`src/hdl/ccns_pkg.sv`:
```
// ---------------------------------------------------------------------------
// ccns_pkg
// Shared widths, register indexes and coordinate helpers for the cover-crop
// nearest-neighbor scaler.
// ---------------------------------------------------------------------------
package ccns_pkg;

    // field and arithmetic widths
    localparam int DIM_W      = 10;
    localparam int DEST_Y_W   = 9;
    localparam int FRAC_W     = 16;
    localparam int RATIO_W    = FRAC_W + 2;
    localparam int NUM_W      = DIM_W + FRAC_W;
    localparam int CNT_W      = $clog2(NUM_W);
    localparam int OFF_W      = DIM_W + 2;
    localparam int PROD_W     = OFF_W + RATIO_W + 1;
    localparam int QUO_W      = PROD_W - FRAC_W - 1;
    localparam int MODE_W     = 2;
    localparam int CFG_IDX_W  = 2;

    // source dimension limit and ratio constants
    localparam logic [DIM_W-1:0]   MAX_SOURCE_DIM = DIM_W'(640);
    localparam logic [RATIO_W-1:0] RATIO_ONE      = RATIO_W'(1) << FRAC_W;
    localparam logic [RATIO_W-1:0] RATIO_MAX      = '1;

    // register reset values
    localparam logic [DIM_W-1:0]  RST_SOURCE_WIDTH  = DIM_W'(320);
    localparam logic [DIM_W-1:0]  RST_SOURCE_HEIGHT = DIM_W'(240);

    // register indexes
    localparam logic [CFG_IDX_W-1:0] REG_SOURCE_WIDTH  = 2'd0;
    localparam logic [CFG_IDX_W-1:0] REG_SOURCE_HEIGHT = 2'd1;
    localparam logic [CFG_IDX_W-1:0] REG_FRAME_MODE    = 2'd2;

    // frame modes
    localparam logic [MODE_W-1:0] MODE_320X240 = 2'd0;
    localparam logic [MODE_W-1:0] MODE_320X256 = 2'd1;
    localparam logic [MODE_W-1:0] MODE_640X496 = 2'd2;
    localparam logic [MODE_W-1:0] MODE_320X496 = 2'd3;

    // hold a source dimension to 1..MAX_SOURCE_DIM
    function automatic logic [DIM_W-1:0] eff_dim(input logic [DIM_W-1:0] v);
        logic [DIM_W-1:0] r;
        r = v;
        if (v == '0) begin
            r = DIM_W'(1);
        end else if (v > MAX_SOURCE_DIM) begin
            r = MAX_SOURCE_DIM;
        end
        return r;
    endfunction

    // target frame width for a mode
    function automatic logic [DIM_W-1:0] mode_width(input logic [MODE_W-1:0] mode);
        logic [DIM_W-1:0] r;
        r = (mode == MODE_640X496) ? DIM_W'(640) : DIM_W'(320);
        return r;
    endfunction

    // target frame height for a mode
    function automatic logic [DIM_W-1:0] mode_height(input logic [MODE_W-1:0] mode);
        logic [DIM_W-1:0] r;
        case (mode)
            MODE_320X240: r = DIM_W'(240);
            MODE_320X256: r = DIM_W'(256);
            MODE_640X496: r = DIM_W'(496);
            MODE_320X496: r = DIM_W'(496);
            default:      r = DIM_W'(496);
        endcase
        return r;
    endfunction

    // floor(s/2 + (d + 0.5 - t/2) * ratio) clamped to 0..s-1
    function automatic logic [DIM_W-1:0] map_coord(
        input logic [DIM_W-1:0]   d,
        input logic [DIM_W-1:0]   t,
        input logic [DIM_W-1:0]   s,
        input logic [RATIO_W-1:0] ratio
    );
        logic signed [OFF_W-1:0]  off;
        logic signed [PROD_W-1:0] prod;
        logic signed [PROD_W-1:0] base;
        logic signed [PROD_W-1:0] num;
        logic [QUO_W-1:0]         q;
        logic [DIM_W-1:0]         r;
        off  = $signed({1'b0, d, 1'b1}) - $signed({2'b00, t});
        // both operands at full product width before the multiply
        prod = $signed(PROD_W'(off)) * $signed(PROD_W'({1'b0, ratio}));
        base = $signed({{(PROD_W - NUM_W){1'b0}}, s, {FRAC_W{1'b0}}});
        num  = base + prod;
        q    = num[PROD_W-1:FRAC_W+1];
        if (num[PROD_W-1]) begin
            r = '0;
        end else if (q >= QUO_W'(s)) begin
            r = s - DIM_W'(1);
        end else begin
            r = q[DIM_W-1:0];
        end
        return r;
    endfunction

endpackage

```
`src/hdl/ccns_ratio_div.sv`:
```
// ---------------------------------------------------------------------------
// ccns_ratio_div
// Bit-serial ratio divider: min(sw/tw, sh/th) in unsigned Q2.16, one
// quotient bit per cycle on both axes at once, saturated to the ratio width.
// ---------------------------------------------------------------------------
module ccns_ratio_div
    import ccns_pkg::*;
(
    input  logic               aclk,
    input  logic               aresetn,
    input  logic               start,
    input  logic [DIM_W-1:0]   src_w,
    input  logic [DIM_W-1:0]   src_h,
    input  logic [DIM_W-1:0]   tgt_w,
    input  logic [DIM_W-1:0]   tgt_h,
    output logic               busy,
    output logic [RATIO_W-1:0] ratio
);

    logic               busy_reg;
    logic [CNT_W-1:0]   cnt_reg;
    logic [NUM_W-1:0]   quo_x_reg, quo_y_reg;
    logic [DIM_W-1:0]   rem_x_reg, rem_y_reg;
    logic [DIM_W-1:0]   den_x_reg, den_y_reg;
    logic [RATIO_W-1:0] ratio_reg;

    logic [DIM_W:0]     trial_x, trial_y;
    logic               ge_x, ge_y;
    logic [DIM_W-1:0]   rem_x_next, rem_y_next;
    logic [NUM_W-1:0]   quo_x_next, quo_y_next;
    logic [NUM_W-1:0]   quo_min;
    logic [RATIO_W-1:0] ratio_next;

    // one restoring step per axis
    always_comb begin
        trial_x    = {rem_x_reg, quo_x_reg[NUM_W-1]};
        trial_y    = {rem_y_reg, quo_y_reg[NUM_W-1]};
        ge_x       = trial_x >= {1'b0, den_x_reg};
        ge_y       = trial_y >= {1'b0, den_y_reg};
        rem_x_next = ge_x ? DIM_W'(trial_x - {1'b0, den_x_reg}) : trial_x[DIM_W-1:0];
        rem_y_next = ge_y ? DIM_W'(trial_y - {1'b0, den_y_reg}) : trial_y[DIM_W-1:0];
        quo_x_next = {quo_x_reg[NUM_W-2:0], ge_x};
        quo_y_next = {quo_y_reg[NUM_W-2:0], ge_y};
    end

    // smaller quotient, saturated
    always_comb begin
        quo_min    = (quo_x_next < quo_y_next) ? quo_x_next : quo_y_next;
        ratio_next = (quo_min > NUM_W'(RATIO_MAX)) ? RATIO_MAX : quo_min[RATIO_W-1:0];
    end

    // control and result
    always_ff @(posedge aclk) begin
        if (!aresetn) begin
            busy_reg  <= 1'b0;
            cnt_reg   <= '0;
            ratio_reg <= RATIO_ONE;
        end else if (start) begin
            busy_reg <= 1'b1;
            cnt_reg  <= CNT_W'(NUM_W - 1);
        end else if (busy_reg) begin
            cnt_reg <= cnt_reg - CNT_W'(1);
            if (cnt_reg == '0) begin
                busy_reg  <= 1'b0;
                ratio_reg <= ratio_next;
            end
        end
    end

    // datapath
    always_ff @(posedge aclk) begin
        if (start) begin
            quo_x_reg <= {src_w, {FRAC_W{1'b0}}};
            quo_y_reg <= {src_h, {FRAC_W{1'b0}}};
            rem_x_reg <= '0;
            rem_y_reg <= '0;
            den_x_reg <= tgt_w;
            den_y_reg <= tgt_h;
        end else if (busy_reg) begin
            quo_x_reg <= quo_x_next;
            quo_y_reg <= quo_y_next;
            rem_x_reg <= rem_x_next;
            rem_y_reg <= rem_y_next;
        end
    end

    assign busy  = busy_reg;
    assign ratio = ratio_reg;

endmodule

```
`src/hdl/cover_crop_nearest_scaler.sv`:
```
// ---------------------------------------------------------------------------
// cover_crop_nearest_scaler
// Maps a destination pixel to the source pixel that fills it under
// cover-crop, center-aligned nearest-neighbor scaling.
// ---------------------------------------------------------------------------
//  channel   | direction | carries
//  ----------+-----------+---------------------------------------------
//  s_axis    | in        | dest_x, dest_y request
//  m_axis    | out       | source_x, source_y, beyond_frame flag
//  cfg_wr_*  | in        | source_width, source_height, frame_mode
//
//  one request per cycle while the divider is idle and m_tready keeps up; the
//  result passes the input register, then one multiply-add per axis, into the
//  output register; after a write to source_width, source_height or frame_mode
//  the ratio divider loads, then one quotient bit per cycle; s_tready low meanwhile
//  reset restores 320x240 source, mode 0 and ratio 1.0 with no divide
//  a stalled m_tready holds the result; the input register still fills
// ---------------------------------------------------------------------------
module cover_crop_nearest_scaler
    import ccns_pkg::*;
(
    input  logic                 aclk,
    input  logic                 aresetn,
    // configuration write port
    input  logic                 cfg_wr_en,
    input  logic [CFG_IDX_W-1:0] cfg_wr_index,
    input  logic [DIM_W-1:0]     cfg_wr_data,
    // request channel
    input  logic                 s_tvalid,
    output logic                 s_tready,
    input  logic [23:0]          s_tdata,   // dest_x[9:0], dest_y[18:10], zero pad
    // result channel
    output logic                 m_tvalid,
    input  logic                 m_tready,
    output logic [23:0]          m_tdata,   // source_x[9:0], source_y[19:10], zero pad
    output logic [0:0]           m_tuser    // beyond_frame[0]
);

    logic [DIM_W-1:0]    src_w_reg, src_h_reg;
    logic [MODE_W-1:0]   mode_reg;
    logic                start_reg;

    logic                div_busy;
    logic [RATIO_W-1:0]  ratio;
    logic [DIM_W-1:0]    tgt_w, tgt_h;

    logic                v1_reg;
    logic [DIM_W-1:0]    dx1_reg;
    logic [DEST_Y_W-1:0] dy1_reg;

    logic                out_valid_reg;
    logic [DIM_W-1:0]    sx_reg, sy_reg;
    logic                beyond_reg;

    logic                out_ready;
    logic                s_accept;
    logic                beyond_next;
    logic [DIM_W-1:0]    sx_next, sy_next;

    assign tgt_w = mode_width(mode_reg);
    assign tgt_h = mode_height(mode_reg);

    // configuration registers, effective dimensions stored
    always_ff @(posedge aclk) begin
        if (!aresetn) begin
            src_w_reg <= RST_SOURCE_WIDTH;
            src_h_reg <= RST_SOURCE_HEIGHT;
            mode_reg  <= MODE_320X240;
            start_reg <= 1'b0;
        end else begin
            start_reg <= cfg_wr_en && ((cfg_wr_index == REG_SOURCE_WIDTH) ||
                                       (cfg_wr_index == REG_SOURCE_HEIGHT) ||
                                       (cfg_wr_index == REG_FRAME_MODE));
            if (cfg_wr_en) begin
                case (cfg_wr_index)
                    REG_SOURCE_WIDTH: begin
                        src_w_reg <= eff_dim(cfg_wr_data);
                    end
                    REG_SOURCE_HEIGHT: begin
                        src_h_reg <= eff_dim(cfg_wr_data);
                    end
                    REG_FRAME_MODE: begin
                        mode_reg  <= cfg_wr_data[MODE_W-1:0];
                    end
                    default: begin
                    end
                endcase
            end
        end
    end

    // ratio divider
    ccns_ratio_div u_div (
        .aclk    (aclk),
        .aresetn (aresetn),
        .start   (start_reg),
        .src_w   (src_w_reg),
        .src_h   (src_h_reg),
        .tgt_w   (tgt_w),
        .tgt_h   (tgt_h),
        .busy    (div_busy),
        .ratio   (ratio)
    );

    // handshake
    assign out_ready = !out_valid_reg || m_tready;
    assign s_tready  = (!v1_reg || out_ready) && !div_busy && !start_reg;
    assign s_accept  = s_tvalid && s_tready;

    // input register
    always_ff @(posedge aclk) begin
        if (!aresetn) begin
            v1_reg <= 1'b0;
        end else if (s_accept) begin
            v1_reg <= 1'b1;
        end else if (out_ready) begin
            v1_reg <= 1'b0;
        end
    end

    always_ff @(posedge aclk) begin
        if (s_accept) begin
            dx1_reg <= s_tdata[DIM_W-1:0];
            dy1_reg <= s_tdata[DIM_W+DEST_Y_W-1:DIM_W];
        end
    end

    // coordinate mapping
    always_comb begin
        beyond_next = (dx1_reg >= tgt_w) || ({1'b0, dy1_reg} >= tgt_h);
        sx_next     = map_coord(dx1_reg, tgt_w, src_w_reg, ratio);
        sy_next     = map_coord({1'b0, dy1_reg}, tgt_h, src_h_reg, ratio);
        if (beyond_next) begin
            sx_next = '0;
            sy_next = '0;
        end
    end

    // output register
    always_ff @(posedge aclk) begin
        if (!aresetn) begin
            out_valid_reg <= 1'b0;
        end else if (out_ready) begin
            out_valid_reg <= v1_reg;
        end
    end

    always_ff @(posedge aclk) begin
        if (out_ready && v1_reg) begin
            sx_reg     <= sx_next;
            sy_reg     <= sy_next;
            beyond_reg <= beyond_next;
        end
    end

    assign m_tvalid = out_valid_reg;
    assign m_tdata  = {4'b0000, sy_reg, sx_reg};
    assign m_tuser  = beyond_reg;

endmodule

```
`config.mk`:
```
export PLATFORM = sky130hd
export DESIGN_NAME = cover_crop_nearest_scaler
export DESIGN_NICKNAME = d
export VERILOG_FILES = /design/src/hdl/ccns_pkg.sv /design/src/hdl/ccns_ratio_div.sv /design/src/hdl/cover_crop_nearest_scaler.sv
export SDC_FILE = /design/constraint.sdc
export NUM_CORES = 1
export LEC_CHECK = 0
export BUFFER_PORTS_ARGS = -buffer_cell sky130_fd_sc_hd__buf_4
export CAP_MARGIN = 20
export CORE_MARGIN = 4
export CORE_UTILIZATION = 55
export CTS_BUF_LIST = sky130_fd_sc_hd__clkbuf_16
export DETAILED_ROUTE_END_ITERATION = 7
export PLACE_DENSITY = 0.76
export SLEW_MARGIN = 20
export SYNTH_ARGS = -nofsm -noshare
export SYNTH_HDL_FRONTEND = slang
export SYNTH_HIERARCHICAL = 1
export SYNTH_SLANG_ARGS = --single-unit
export TNS_END_PERCENT = 100
```
`constraint.sdc`:
```
create_clock -name aclk -period 18.66 [get_ports aclk]
set_clock_uncertainty 0.2 [all_clocks]
set_input_delay 3.732 -clock aclk [delete_from_list [all_inputs] [get_ports aclk]]
set_output_delay 3.732 -clock aclk [all_outputs]
set_load 0.005 [all_outputs]
```
==> metrics.yaml <==
outcome:
  status: "finished, final reports clean"
floorplanning:
  dieWidth_um: 215
  initial_core_util_pct: 55.8
  io-pin-count: 68
  core_area_mm2: 0.0421
  die_h_um: 215
  design.die.area_mm2: 0.0461
  row_count: 75
finish:
  final_cell_mix: "504 x inv_1, 324 x fa_1, 296 x nand2_1"
  layout.cells.non_filler: 3162
  drive_gt1_share_pct: 5.72
  stdcell_area_mm2: 0.0250
  final_common_cell: "inv_1"
  area_growth_pct: 6.38
  nFillCells: 3534
  nets: 3213
power:
  sw_frac_of_total_pct: 48.4
  p_leak_nw: 11.4
  p_int_w: 0.00132
  p_sw_w: 0.00123
  pwr-share-seq_pct: 19.5
  clockPowerShare_pct: 13.9
  p_per_area_mw_per_mm2: 102
  pwr-share-comb_pct: 66.5
  peakVddDrop_v: 0.0000972
cts:
  cts_htree_levels: 4
  cts-resized-gates: 0
  tritoncts: "built"
  cts_setup_buffers: 0
  clk_root_buffer_cell: "clkbuf_16"
  cts.sinks: 181
  cts_buffer_depth: 2
  clkTransAtPathRegs_ns: 0.07
  clk_latency_ns: 0.48
  cts_buffers: 17
  hold_buffers: 0
synth:
  syn_inst: 2603
  synth_edf_count: 80
  ys_seq_area_share_pct: 18.8
  ys_ff_latch: 181
  synthArstFlopShare_pct: 0
  syn_area_mm2: 0.0235
  synth_warnings: 6
  ys.flop_type: "dfxtp_1"
  yosys.cell_types.count: 82
  synth.avg_cell_area_um2: 9.03
critical_path:
  critPathBufInv: 4
  critPathRequiredTime_ns: 18.65
  regToRegStartpoint: "mode_reg[0]"
  ff2ff_path_depth: 33
  critPathSlowestCell: "a2111oi_4"
  startpoint: "mode_reg[0]"
  cp_top_family: "adder cells"
  rrSetupSlack_ns: 7.93
  endpoint_kind: "register"
  reg2reg_to: "sy_reg[4]"
  setup.worst_path.end: "sy_reg[4]"
  start_kind: "register"
  crit_fanout: 16
  crit_cells: 33
  cp.arrival_ns: 10.72
  slowest_delay_ns: 0.74
  path_class: "register to register"
  cpMostUsedCell: "fa_1"
placement:
  gp_congestion: 0.941
  post_dp_cell_area_mm2: 0.0244
  dp_cells: 3129
  io_buffers: 58
  hpwl_mm: 43.9
global_routing:
  grt_overflow: 0
  antenna_found_initial: 0
  grt_pass1_vias: 19100
  grt_pass1_wl_mm: 95.2
  grt_usage_pct: 25.4
  grt_start_max_net_pins: 75
run:
  max_cap_violations: 0
timing:
  period_minus_slack_ns: 10.73
  tightest_slew_ns: 1.09
  slew_viol_final: 0
  tns_ns: 0
  fmax_mhz: 93.2
  rsz0062_at_grt: "no"
  finalSetupViolations: 0
  timing.final.crit_share_pct: 57.5
  max-slew-margin-rel_pct: 27.3
  hold_viol_final: 0
detailed_routing:
  drc: 0
  routed-via-count: 18100
  drtPass1Iterations: 5
  ant_nets: 0
  wl_mm: 56.6
  drtIter0Drc: 1327
  vias_per_cell: 5.72
  avgRoutedWirePerCell_um: 17.9
hold_path:
  hp-class: "register to register"
==> worst min path at each step <==
stage	from	end	depth (start not counted)
after detailed placement	u_div/rem_x_reg[1]	u_div/rem_x_reg[1]	2
after global routing	u_div/rem_x_reg[1]	u_div/rem_x_reg[1]	2
final	u_div/rem_x_reg[1]	u_div/rem_x_reg[1]	2
after floorplan	u_div/rem_x_reg[1]	u_div/rem_x_reg[1]	2
after CTS	u_div/rem_x_reg[1]	u_div/rem_x_reg[1]	2
after global placement	u_div/rem_x_reg[1]	u_div/rem_x_reg[1]	2
==> through the flow <==
step	total power (W)	utilization, %	hold WS (ns)	setup WS [ns]
6_report	0.00255	59.4	0.297	7.93
5_1_grt	0.00279	59.4	0.315	7.35
4_1_cts	0.00255	59.3	0.298	8.03
3_5_place_dp	0.00218	58.0	0.285	8.13
3_3_place_gp	0.00211	58.0	0.276	8.30
2_1_floorplan	0.00177	-	0.263	10.25
==> cell type report <==
cell class / instances / area [um^2] / area share, %
tap: 539 / 674 / 2.70
timing repair buffer: 85 / 638 / 2.55
inverter: 506 / 1900 / 7.59
clock inverter: 15 / 144 / 0.575
antenna: 1 / 2.50 / 0.0100
sequential: 181 / 4430 / 17.7
clock buffer: 17 / 425 / 1.70
multi-input combinational: 1818 / 16800 / 67.2
==> kinds of logic after synthesis <==
group / synth area share (%)
simple gates: 14.9
buf+inv: 10.1
fa+ha+maj: 40.3
compound gates: 10.1
flops: 18.8
mux: 3.28
xor+xnor: 2.46
other cells: 0.0159
==> layer usage <==
| layer | part of all wire [%] | vias up | global-route usage (%) | routed length, um |
|---|---|---|---|---|
| met2 | 47 | 657 | 41.3 | 26500 |
| li1 | - | 8383 | - | - |
| met5 | 0 | - | 0 | 0 |
| met1 | 42 | 8920 | 33.4 | 23800 |
| met4 | 4.3 | 0 | 11.3 | 2450 |
| met3 | 6.9 | 123 | 4.69 | 3900 |
==> power groups by stage <==
stage	clock network, W	logic (W)	registers (W)
finish	0.000355	0.00170	0.000498
global route	0.000379	0.00191	0.000502
CTS	0.000365	0.00169	0.000497
detailed placement	0	0.00167	0.000505
global placement	0	0.00160	0.000504
floorplan	0	0.00128	0.000484
==> synthesized netlist by cell type (13+ instances only) <==
master,count,area share [%]
inv_1,503,8.0
fa_1,324,28
nand2_1,296,4.7
ha_1,239,13
nor2_1,188,3.0
dfxtp_1,101,8.6
and2_1,100,2.7
a21oi_1,91,1.9
clkbuf_1,86,1.4
edfxtp_1,80,10
mux2i_1,76,3.2
o21ai_0,52,1.1
xnor2_1,45,1.7
o221ai_1,35,1.3
nand3_1,31,0.66
o211ai_1,29,0.93
nor3_1,28,0.60
a211oi_1,24,0.77
nand2b_1,23,0.61
xor2_1,21,0.78
nand4_1,20,0.53
a21o_1,16,0.51
buf_1,14,0.22
o21a_1,14,0.45
nor2b_1,13,0.35
==> tightest hold or removal path, cell delays in order (launching register included) <==
cell      delay (ns)
dfxtp_1         0.33
nand2b_1        0.07
a21oi_1         0.06
Note: power is estimated with default switching activity, not from simulation.
